<file path="src/rtl/sfd_pkg.sv">
package sfd_pkg;

  localparam int DEF_MAX_FRAME_BYTES = 64;
  localparam int DEF_HEADER_BYTES    = 5;

  localparam int PAYLOAD_DEPTH = 64;
  localparam int IDX_W         = $clog2(PAYLOAD_DEPTH);
  localparam int CNT_W         = $clog2(PAYLOAD_DEPTH + 2);
  localparam int NUM_BANKS     = 2;
  localparam int ADDR_W        = IDX_W + 1;
  localparam int QUEUE_DEPTH   = 2;

  localparam int CFG_W = 7;

  localparam logic [CFG_W-1:0] ACK_LEN_RESET  = 7'd1;
  localparam logic [CFG_W-1:0] MEAS_LEN_RESET = 7'd40;

  localparam logic REG_ACK_LENGTH  = 1'b0;
  localparam logic REG_MEAS_LENGTH = 1'b1;

  localparam logic [7:0] FLAG_BYTE = 8'h7E;
  localparam logic [7:0] ESC_BYTE  = 8'h7D;
  localparam logic [7:0] ESC_FLAG  = 8'h5E;
  localparam logic [7:0] ESC_ESC   = 8'h5D;
  localparam logic [7:0] ESC_XON   = 8'h31;
  localparam logic [7:0] ESC_XOFF  = 8'h33;
  localparam logic [7:0] XON_BYTE  = 8'h11;
  localparam logic [7:0] XOFF_BYTE = 8'h13;

  typedef enum logic [1:0] {
    STATUS_REJECT = 2'd0,
    STATUS_ACK    = 2'd1,
    STATUS_MEAS   = 2'd2
  } status_e;

  typedef struct packed {
    status_e          status;
    logic [CNT_W-1:0] count;
    logic             bank;
  } verdict_t;

  typedef struct packed {
    logic              en;
    logic [ADDR_W-1:0] addr;
    logic [7:0]        data;
  } wr_t;

  typedef struct packed {
    logic valid;
    logic bank;
  } rel_t;

  typedef struct packed {
    logic       hit;
    logic [7:0] value;
  } unesc_t;

  function automatic unesc_t unescape(input logic [7:0] code);
    unesc_t r;
    r.hit = 1'b1;
    unique case (code)
      ESC_FLAG: r.value = FLAG_BYTE;
      ESC_ESC:  r.value = ESC_BYTE;
      ESC_XON:  r.value = XON_BYTE;
      ESC_XOFF: r.value = XOFF_BYTE;
      default: begin
        r.hit   = 1'b0;
        r.value = 8'h00;
      end
    endcase
    return r;
  endfunction

endpackage

</file>
<file path="src/rtl/stuffed_frame_deframer.sv">
// Receives byte-stuffed sensor frames one raw byte per transfer, frame_end_i marking the
// last byte, and answers each frame with a reject, an acknowledge, or a measurement whose
// unstuffed payload bytes follow one per transfer, last_result_o marking the final one.
// A byte is taken every cycle unless stalled and gives no result until its frame ends;
// the verdict leaves a two-entry queue and a payload streams from a two-bank store at
// one byte per cycle unless out_stall_i is high. A new frame may be received while the
// previous measurement is still streaming; input stalls only when the verdict queue is
// full or both store banks still hold measurements awaiting output. Configuration must
// be written through cfg_we_i while no frame is in flight; the block does not enforce it.
module stuffed_frame_deframer #(
  parameter int MAX_FRAME_BYTES = sfd_pkg::DEF_MAX_FRAME_BYTES,
  parameter int HEADER_BYTES    = sfd_pkg::DEF_HEADER_BYTES
) (
  input  logic                      clk_i,
  input  logic                      rst_ni,
  input  logic                      cfg_we_i,
  input  logic                      cfg_index_i,
  input  logic [sfd_pkg::CFG_W-1:0] cfg_wdata_i,
  input  logic                      in_valid_i,
  output logic                      in_stall_o,
  input  logic [7:0]                rx_byte_i,
  input  logic                      frame_end_i,
  output logic                      out_valid_o,
  input  logic                      out_stall_i,
  output logic [1:0]                frame_status_o,
  output logic [7:0]                payload_byte_o,
  output logic                      last_result_o
);
  import sfd_pkg::*;

  logic [CFG_W-1:0] ack_len_q, meas_len_q;
  logic             push, pop, q_empty, q_full;
  verdict_t         push_data, head;
  wr_t              wr_s;
  rel_t             rel_s;

  always_ff @(posedge clk_i or negedge rst_ni) begin
    if (!rst_ni) begin
      ack_len_q  <= ACK_LEN_RESET;
      meas_len_q <= MEAS_LEN_RESET;
    end else if (cfg_we_i) begin
      unique case (cfg_index_i)
        REG_ACK_LENGTH:  ack_len_q  <= cfg_wdata_i;
        REG_MEAS_LENGTH: meas_len_q <= cfg_wdata_i;
        default: ;
      endcase
    end
  end

  sfd_front #(
    .MAX_FRAME_BYTES(MAX_FRAME_BYTES),
    .HEADER_BYTES   (HEADER_BYTES)
  ) u_front (
    .clk_i       (clk_i),
    .rst_ni      (rst_ni),
    .in_valid_i  (in_valid_i),
    .in_stall_o  (in_stall_o),
    .rx_byte_i   (rx_byte_i),
    .frame_end_i (frame_end_i),
    .ack_len_i   (ack_len_q),
    .meas_len_i  (meas_len_q),
    .queue_full_i(q_full),
    .rel_i       (rel_s),
    .push_o      (push),
    .verdict_o   (push_data),
    .wr_o        (wr_s)
  );

  sfd_queue u_queue (
    .clk_i      (clk_i),
    .rst_ni     (rst_ni),
    .push_i     (push),
    .push_data_i(push_data),
    .pop_i      (pop),
    .head_o     (head),
    .empty_o    (q_empty),
    .full_o     (q_full)
  );

  sfd_back u_back (
    .clk_i         (clk_i),
    .rst_ni        (rst_ni),
    .wr_i          (wr_s),
    .head_i        (head),
    .empty_i       (q_empty),
    .pop_o         (pop),
    .rel_o         (rel_s),
    .out_valid_o   (out_valid_o),
    .out_stall_i   (out_stall_i),
    .frame_status_o(frame_status_o),
    .payload_byte_o(payload_byte_o),
    .last_result_o (last_result_o)
  );

  a_no_push_when_full: assert property (@(posedge clk_i) disable iff (!rst_ni)
    q_full |-> !push)
    else $error("Verdict pushed into a full queue.");

  a_no_write_to_draining_bank: assert property (@(posedge clk_i) disable iff (!rst_ni)
    (rel_s.valid && wr_s.en) |-> (wr_s.addr[ADDR_W-1] != rel_s.bank))
    else $error("Payload written into the bank that is being streamed out.");

  a_single_result_shape: assert property (@(posedge clk_i) disable iff (!rst_ni)
    (out_valid_o && frame_status_o != STATUS_MEAS) |->
      (last_result_o && payload_byte_o == 8'h00))
    else $error("Reject or acknowledge result is not a single final result.");

  a_pop_needs_entry: assert property (@(posedge clk_i) disable iff (!rst_ni)
    pop |-> !q_empty)
    else $error("Verdict taken from an empty queue.");

endmodule

</file>
<file path="src/rtl/sfd_queue.sv">
module sfd_queue (
  input  logic              clk_i,
  input  logic              rst_ni,
  input  logic              push_i,
  input  sfd_pkg::verdict_t push_data_i,
  input  logic              pop_i,
  output sfd_pkg::verdict_t head_o,
  output logic              empty_o,
  output logic              full_o
);
  import sfd_pkg::*;

  localparam int PTR_W = (QUEUE_DEPTH > 1) ? $clog2(QUEUE_DEPTH) : 1;
  localparam int FILL_W = $clog2(QUEUE_DEPTH + 1);

  verdict_t           entry_q [QUEUE_DEPTH];
  logic [PTR_W-1:0]   wr_ptr_q, wr_ptr_d;
  logic [PTR_W-1:0]   rd_ptr_q, rd_ptr_d;
  logic [FILL_W-1:0]  fill_q, fill_d;
  logic               do_push, do_pop;

  assign empty_o = (fill_q == '0);
  assign full_o  = (fill_q == FILL_W'(QUEUE_DEPTH));
  assign head_o  = entry_q[rd_ptr_q];
  assign do_push = push_i && !full_o;
  assign do_pop  = pop_i && !empty_o;

  always_comb begin
    wr_ptr_d = wr_ptr_q;
    rd_ptr_d = rd_ptr_q;
    fill_d   = fill_q;
    if (do_push) begin
      wr_ptr_d = (wr_ptr_q == PTR_W'(QUEUE_DEPTH - 1)) ? '0 : wr_ptr_q + 1'b1;
    end
    if (do_pop) begin
      rd_ptr_d = (rd_ptr_q == PTR_W'(QUEUE_DEPTH - 1)) ? '0 : rd_ptr_q + 1'b1;
    end
    if (do_push && !do_pop) begin
      fill_d = fill_q + 1'b1;
    end else if (do_pop && !do_push) begin
      fill_d = fill_q - 1'b1;
    end
  end

  always_ff @(posedge clk_i or negedge rst_ni) begin
    if (!rst_ni) begin
      wr_ptr_q <= '0;
      rd_ptr_q <= '0;
      fill_q   <= '0;
    end else begin
      wr_ptr_q <= wr_ptr_d;
      rd_ptr_q <= rd_ptr_d;
      fill_q   <= fill_d;
    end
  end

  always_ff @(posedge clk_i) begin
    if (do_push) begin
      entry_q[wr_ptr_q] <= push_data_i;
    end
  end

endmodule

</file>
<file path="src/rtl/sfd_front.sv">
module sfd_front #(
  parameter int MAX_FRAME_BYTES = sfd_pkg::DEF_MAX_FRAME_BYTES,
  parameter int HEADER_BYTES    = sfd_pkg::DEF_HEADER_BYTES
) (
  input  logic                      clk_i,
  input  logic                      rst_ni,
  input  logic                      in_valid_i,
  output logic                      in_stall_o,
  input  logic [7:0]                rx_byte_i,
  input  logic                      frame_end_i,
  input  logic [sfd_pkg::CFG_W-1:0] ack_len_i,
  input  logic [sfd_pkg::CFG_W-1:0] meas_len_i,
  input  logic                      queue_full_i,
  input  sfd_pkg::rel_t             rel_i,
  output logic                      push_o,
  output sfd_pkg::verdict_t         verdict_o,
  output sfd_pkg::wr_t              wr_o
);
  import sfd_pkg::*;

  localparam int POS_W = $clog2(MAX_FRAME_BYTES + 1);

  logic [POS_W-1:0]     pos_q, pos_d;
  logic [7:0]           held_q, held_d;
  logic [7:0]           sum_q, sum_d;
  logic                 esc_q, esc_d;
  logic                 start_ok_q, start_ok_d;
  logic [CNT_W-1:0]     cnt_q, cnt_d;
  logic                 bank_q, bank_d;
  logic [NUM_BANKS-1:0] busy_q, busy_d;

  logic     accept;
  logic     put_en;
  logic [7:0] put_val;
  logic     frame_ok;
  unesc_t   unesc;

  assign in_stall_o = queue_full_i || busy_q[bank_q];
  assign accept     = in_valid_i && !in_stall_o;
  assign unesc      = unescape(held_q);

  always_comb begin
    pos_d      = pos_q;
    held_d     = held_q;
    sum_d      = sum_q;
    esc_d      = esc_q;
    start_ok_d = start_ok_q;
    cnt_d      = cnt_q;
    bank_d     = bank_q;
    busy_d     = busy_q;
    put_en     = 1'b0;
    put_val    = held_q;
    push_o     = 1'b0;
    verdict_o  = '{status: STATUS_REJECT, count: cnt_q, bank: bank_q};
    wr_o       = '{en: 1'b0, addr: {bank_q, cnt_q[IDX_W-1:0]}, data: held_q};
    frame_ok   = start_ok_q && (rx_byte_i == FLAG_BYTE) && (pos_q >= POS_W'(3)) &&
                 (pos_q < POS_W'(MAX_FRAME_BYTES)) && (~sum_q == held_q) &&
                 (cnt_q <= CNT_W'(PAYLOAD_DEPTH));

    if (rel_i.valid) begin
      busy_d[rel_i.bank] = 1'b0;
    end

    if (accept && !frame_end_i) begin
      if (pos_q < POS_W'(MAX_FRAME_BYTES)) begin
        if (pos_q == '0) begin
          start_ok_d = (rx_byte_i == FLAG_BYTE);
        end else begin
          if (pos_q >= POS_W'(2)) begin
            sum_d = sum_q + held_q;
            if (pos_q >= POS_W'(HEADER_BYTES + 1)) begin
              if (!esc_q) begin
                if (held_q == ESC_BYTE) begin
                  esc_d = 1'b1;
                end else begin
                  put_en = 1'b1;
                end
              end else begin
                esc_d   = 1'b0;
                put_en  = unesc.hit;
                put_val = unesc.value;
              end
            end
          end
          held_d = rx_byte_i;
        end
        pos_d = pos_q + 1'b1;
      end
      if (put_en) begin
        if (cnt_q < CNT_W'(PAYLOAD_DEPTH)) begin
          wr_o.en   = 1'b1;
          wr_o.data = put_val;
          cnt_d     = cnt_q + 1'b1;
        end else begin
          cnt_d = CNT_W'(PAYLOAD_DEPTH + 1);
        end
      end
    end else if (accept) begin
      push_o = 1'b1;
      priority if (frame_ok && cnt_q == ack_len_i) begin
        verdict_o.status = STATUS_ACK;
      end else if (frame_ok && cnt_q == meas_len_i && cnt_q != '0) begin
        verdict_o.status = STATUS_MEAS;
        busy_d[bank_q]   = 1'b1;
        bank_d           = ~bank_q;
      end else begin
        verdict_o.status = STATUS_REJECT;
      end
      pos_d      = '0;
      held_d     = '0;
      sum_d      = '0;
      esc_d      = 1'b0;
      start_ok_d = 1'b0;
      cnt_d      = '0;
    end
  end

  always_ff @(posedge clk_i or negedge rst_ni) begin
    if (!rst_ni) begin
      pos_q      <= '0;
      held_q     <= '0;
      sum_q      <= '0;
      esc_q      <= 1'b0;
      start_ok_q <= 1'b0;
      cnt_q      <= '0;
      bank_q     <= 1'b0;
      busy_q     <= '0;
    end else begin
      pos_q      <= pos_d;
      held_q     <= held_d;
      sum_q      <= sum_d;
      esc_q      <= esc_d;
      start_ok_q <= start_ok_d;
      cnt_q      <= cnt_d;
      bank_q     <= bank_d;
      busy_q     <= busy_d;
    end
  end

endmodule

</file>
<file path="src/rtl/sfd_back.sv">
module sfd_back (
  input  logic              clk_i,
  input  logic              rst_ni,
  input  sfd_pkg::wr_t      wr_i,
  input  sfd_pkg::verdict_t head_i,
  input  logic              empty_i,
  output logic              pop_o,
  output sfd_pkg::rel_t     rel_o,
  output logic              out_valid_o,
  input  logic              out_stall_i,
  output logic [1:0]        frame_status_o,
  output logic [7:0]        payload_byte_o,
  output logic              last_result_o
);
  import sfd_pkg::*;

  logic [7:0]        mem [NUM_BANKS * PAYLOAD_DEPTH];
  logic [7:0]        rd_data_q;
  logic              rd_en;
  logic [ADDR_W-1:0] rd_addr;

  logic [IDX_W-1:0]  idx_q, idx_d;
  logic              s1_valid_q, s1_mem_q, s1_last_q;
  status_e           s1_status_q;
  logic              out_valid_q, out_last_q;
  status_e           out_status_q;
  logic [7:0]        out_byte_q;

  logic issue, s1_free, out_load, head_meas, last_rd;

  assign out_load  = s1_valid_q && (!out_valid_q || !out_stall_i);
  assign s1_free   = !s1_valid_q || out_load;
  assign issue     = !empty_i && s1_free;
  assign head_meas = (head_i.status == STATUS_MEAS);
  assign last_rd   = ({1'b0, idx_q} + 1'b1) == head_i.count;
  assign rd_en     = issue && head_meas;
  assign rd_addr   = {head_i.bank, idx_q};
  assign pop_o     = issue && (!head_meas || last_rd);
  assign rel_o     = '{valid: rd_en && last_rd, bank: head_i.bank};

  always_comb begin
    idx_d = idx_q;
    if (rd_en) begin
      idx_d = last_rd ? '0 : idx_q + 1'b1;
    end
  end

  always_ff @(posedge clk_i) begin
    if (wr_i.en) begin
      mem[wr_i.addr] <= wr_i.data;
    end
    if (rd_en) begin
      rd_data_q <= mem[rd_addr];
    end
  end

  always_ff @(posedge clk_i or negedge rst_ni) begin
    if (!rst_ni) begin
      idx_q       <= '0;
      s1_valid_q  <= 1'b0;
      out_valid_q <= 1'b0;
    end else begin
      idx_q <= idx_d;
      if (s1_free) begin
        s1_valid_q <= issue;
      end
      if (out_load) begin
        out_valid_q <= 1'b1;
      end else if (!out_stall_i) begin
        out_valid_q <= 1'b0;
      end
    end
  end

  always_ff @(posedge clk_i) begin
    if (issue) begin
      s1_status_q <= head_i.status;
      s1_mem_q    <= head_meas;
      s1_last_q   <= head_meas ? last_rd : 1'b1;
    end
    if (out_load) begin
      out_status_q <= s1_status_q;
      out_byte_q   <= s1_mem_q ? rd_data_q : 8'h00;
      out_last_q   <= s1_last_q;
    end
  end

  assign out_valid_o    = out_valid_q;
  assign frame_status_o = out_status_q;
  assign payload_byte_o = out_byte_q;
  assign last_result_o  = out_last_q;

endmodule

</file>
<file path="config.mk">
export PLATFORM = sky130hd
export DESIGN_NAME = stuffed_frame_deframer
export DESIGN_NICKNAME = d
export VERILOG_FILES = /design/src/rtl/sfd_pkg.sv /design/src/rtl/stuffed_frame_deframer.sv /design/src/rtl/sfd_queue.sv /design/src/rtl/sfd_front.sv /design/src/rtl/sfd_back.sv
export SDC_FILE = /design/constraint.sdc
export NUM_CORES = 1
export LEC_CHECK = 0
export BUFFER_PORTS_ARGS = -buffer_cell sky130_fd_sc_hd__buf_4
export CAP_MARGIN = 10
export CORE_MARGIN = 3
export CORE_UTILIZATION = 60
export CTS_CLUSTER_DIAMETER = 80
export DETAILED_ROUTE_END_ITERATION = 8
export HOLD_SLACK_MARGIN = 0.1
export PLACE_DENSITY = 0.83
export SLEW_MARGIN = 20
export SYNTH_ARGS = -nofsm -noshare
export SYNTH_HDL_FRONTEND = slang
export SYNTH_SLANG_ARGS = --single-unit
</file>
<file path="constraint.sdc">
create_clock -name clk_i -period 4.7 [get_ports clk_i]
set_input_delay 0.235 -clock clk_i [delete_from_list [all_inputs] [get_ports clk_i]]
set_output_delay 0.235 -clock clk_i [all_outputs]
set_load 0.02 [all_outputs]
</file>
==> results.toml <==
[grt]
grt_max_degree = 91
grt_pass1_vias = 24300
antenna_found_initial = 2
grt.total_usage_pct = 28.1
grt_pass1_wl_microns = 161000
grt_remaining_overflow = 0

[place]
routabilityCongestion = 0.928
dp_cells = 3256
dpl.hpwl_microns = 61600
port_buffers = 34

[pwr]
power.density_nw_per_um2 = 552
p_sw_uw = 7910
power.internal_uw = 19500
power_frac_seq_pct = 45.7
comb_power_share_pct = 22.8
power.share.switching_pct = 28.9
ir_drop_uv = 398
p_leak_uw = 0.0160
p_clk_share_pct = 31.5

[floorplanning]
placementRows = 99
fp.coreArea_sq_um = 73200
die-area_sq_um = 77400
die_h_microns = 278
fp.dieW_microns = 278
pin_count = 35
start_util_pct = 60.7

[final_layout]
multi_input_area_sq_um = 10300
fin_cells = 3472
layout.nets = 2462
fillers = 4215
syn2layout_area_growth_pct = 11.8
layout-drive-gt1-share_pct = 20.2
regArea_sq_um = 33600

[timing]
finalCritPeriodShare_pct = 89.2
setup_viol = 0
fmax_mhz = 238
finalCriticalPeriod_ns = 4.19
tightestPinTransition_ns = 1.23
skew_ns = 0.0361
slew_headroom_pct = 17.8
final.setup.tns_ns = 0
drv_slew = 0
rsz0062_at_grt = "false"
finalHoldViolations = 0

[yosys]
syn_nets = 2365
syn-cell-area_sq_um = 44400
syn_inst = 2328
yosys.area.top_type = "edfxtp_1"
synth.most_common_cell = "edfxtp_1"
ys_async_sr_fraction_pct = 5.41
yosys_register_bits = 1128
yosysWarnings = 0
syn_avg_cell_area_sq_um = 19.1
ys_seq_area_share_pct = 75.6
synth_top_area_share_pct = 72.1
ys_top_cells_by_count = "edfxtp_1, mux4_2, nor2_1"
synth_edf_count = 1067
yosys-top-cells-area = "edfxtp_1, mux4_2, dfrtp_1"
ys_types = 60
dominantRegCellSynth = "edfxtp_1"

[critical_path]
crit_path_end_kind = "flop"
worstPathMaxFanout = 55
reg2regPathDepth = 6
r2r_start = "u_front.held_q[0]$_DFFE_PN0P_"
required_ns = 4.98
start_kind = "flop"
path_class = "flop to flop"
path_buf_inv = 0
cp_cell_sequence = "xnor2_1 > nor4_1 > o2111ai_2 > nor3_1 > nand2_1 > nor2_1"
cp_top_family = "simple AND/OR/NAND/NOR gates"
crit_slowest_cell = "nor2_1"
reg2reg_setup_slack_ns = 0.51
slowest_delay_ns = 0.89
arrival_ns = 4.48
timing.rr.end = "u_back.mem[53][1]$_DFFE_PP_"

[drt]
routed_via_density = 6.96
drc = 0
drt-initial-drc-count = 3718
ant_nets = 0
routedWlPerCell_microns = 30.9
drtPass1Iterations = 8
routed_wl_microns = 107000
num_vias = 24200

[clock_tree]
clk_path_buf_depth = 3
clock-sinks = 1128
cts_tree = "built"
htreeDepth = 3
post_cts_buffers = 0
cts_made_buffers = 105
path_clk_slew_ns = 0.06
clk_latency_ns = 0.67
cts-root-buf = "clkbuf_16"

[min_path]
whs_path_depth = 3
min_to = "meas_len_q[5]$_DFFE_PN1P_"
hold_start = "cfg_we_i"
hp-class = "primary input to flop"

[flow_run]
maxCapViolCount = 0

[outcome]
status = "finished, final reports clean"
-- power groups by stage --
stage               combinational (uW)  clock [uW]  sequential (uW)
detailed placement                6080           0            12700
floorplan                         4360           0            12400
CTS                               6200        8680            12500
global route                      6600        9070            12600
finish                            6240        8630            12500
global placement                  5890           0            12700
-- per-layer routing --
layer / GRT usage [%] / routed length (microns) / share of wire (%) / up-vias
li1: - / - / - / 9680
met4: 11.0 / 4450 / 4.1 / 0
met2: 44.0 / 51300 / 48 / 1864
met1: 39.2 / 38500 / 36 / 12300
met3: 6.67 / 13100 / 12 / 337
met5: 0 / 0 / 0 / -
-- registers in the layout, summed over array words and instances (netlist names), 2 cells and up --
signal / flops
ack_len_q: 7
meas_len_q: 7
u_back.frame_status_o: 2
u_back.idx_q: 6
u_back.mem: 1024
u_back.payload_byte_o: 8
u_back.rd_data_q: 8
u_back.s1_status_q: 2
u_front.busy_q: 2
u_front.cnt_q: 7
u_front.held_q: 8
u_front.pos_q: 7
u_front.sum_q: 8
u_queue.entry_q: 20
u_queue.fill_q: 2
-- worst max-delay path by stage --
| stage | start | endpoint | cells past startpoint |
|---|---|---|---|
| floorplan | u_front.held_q[7]$_DFFE_PN0P_ | u_back.mem[0][5]$_DFFE_PP_ | 7 |
| global placement | u_front.held_q[1]$_DFFE_PN0P_ | u_back.mem[61][0]$_DFFE_PP_ | 6 |
| detailed placement | u_front.held_q[3]$_DFFE_PN0P_ | u_back.mem[53][1]$_DFFE_PP_ | 6 |
| CTS | u_front.held_q[3]$_DFFE_PN0P_ | u_back.mem[32][7]$_DFFE_PP_ | 7 |
| global route | u_front.held_q[3]$_DFFE_PN0P_ | u_back.mem[45][7]$_DFFE_PP_ | 6 |
| finish | u_front.held_q[0]$_DFFE_PN0P_ | u_back.mem[53][1]$_DFFE_PP_ | 6 |
-- worst min-delay path: cells and delay by family --
| kind | cells | cell delay (ns) |
|---|---|---|
| muxes | 1 | 0.29 |
| and+or+nand+nor | 1 | 0.20 |
| buffers and inverters | 1 | 0.08 |
-- area by class of cell --
type | instances | share of cell area, %
Sequential cell | 1128 | 67.7
Antenna cell | 2 | 0.0101
Inverter | 11 | 0.0832
Multi-Input combinational cell | 1058 | 20.7
Tap cell | 959 | 2.42
Clock inverter | 73 | 1.57
Clock buffer | 120 | 5.45
Timing Repair Buffer | 121 | 2.14
-- through the flow --
step	hold slack [ns]	util (%)	total power, uW	cell area, sq um	setup WS (ns)
after floorplan	-0.0606	-	16800	44400	1.54
after global placement	0.351	62.8	18600	46000	0.936
after detailed placement	0.368	62.8	18800	46000	0.677
after CTS	0.142	67.8	27400	49700	0.532
after global routing	0.190	67.8	28200	49700	0.310
final	0.167	67.8	27400	49700	0.506
-- cells in the final DEF (no fill, tap or decap), types with 13 or more instances in the layout --
cell / synthesis / final
xnor2_1: 22 / 22
clkbuf_1: 70 / 14
clkinv_2: 0 / 25
buf_4: 4 / 92
o21ai_0: 30 / 30
dfrtp_1: 58 / 49
a22o_1: 27 / 27
ha_1: 14 / 14
mux2_2: 19 / 18
nor3_1: 19 / 19
edfxtp_1: 1067 / 1067
mux2i_1: 129 / 129
a221oi_1: 17 / 17
mux4_2: 196 / 196
a22oi_1: 133 / 133
dlygate4sd3_1: 0 / 21
a21oi_1: 35 / 35
nand2_1: 72 / 72
clkbuf_16: 0 / 106
xor2_1: 13 / 13
nor2_1: 159 / 157
clkinv_1: 0 / 16
nand4_1: 21 / 21
bufinv_16: 0 / 15
nand3_1: 53 / 53
-- what timing repair did --
item	in CTS	in global routing
hold buffers	21	0
resized for setup	0	0
hold endpoints to repair	103	0
-- kinds of logic after synthesis --
kind of cell | Yosys count | share of synthesized area (%)
AOI/OAI and AO/OA | 275 | 4.39
xor gates and xnor gates | 37 | 0.791
adders and majority gates | 15 | 0.439
buffers and inverters | 142 | 1.39
DFF | 1128 | 75.6
muxes | 345 | 13.4
and+or+nand+nor | 386 | 4.06
(Power assumes the default switching activity.)
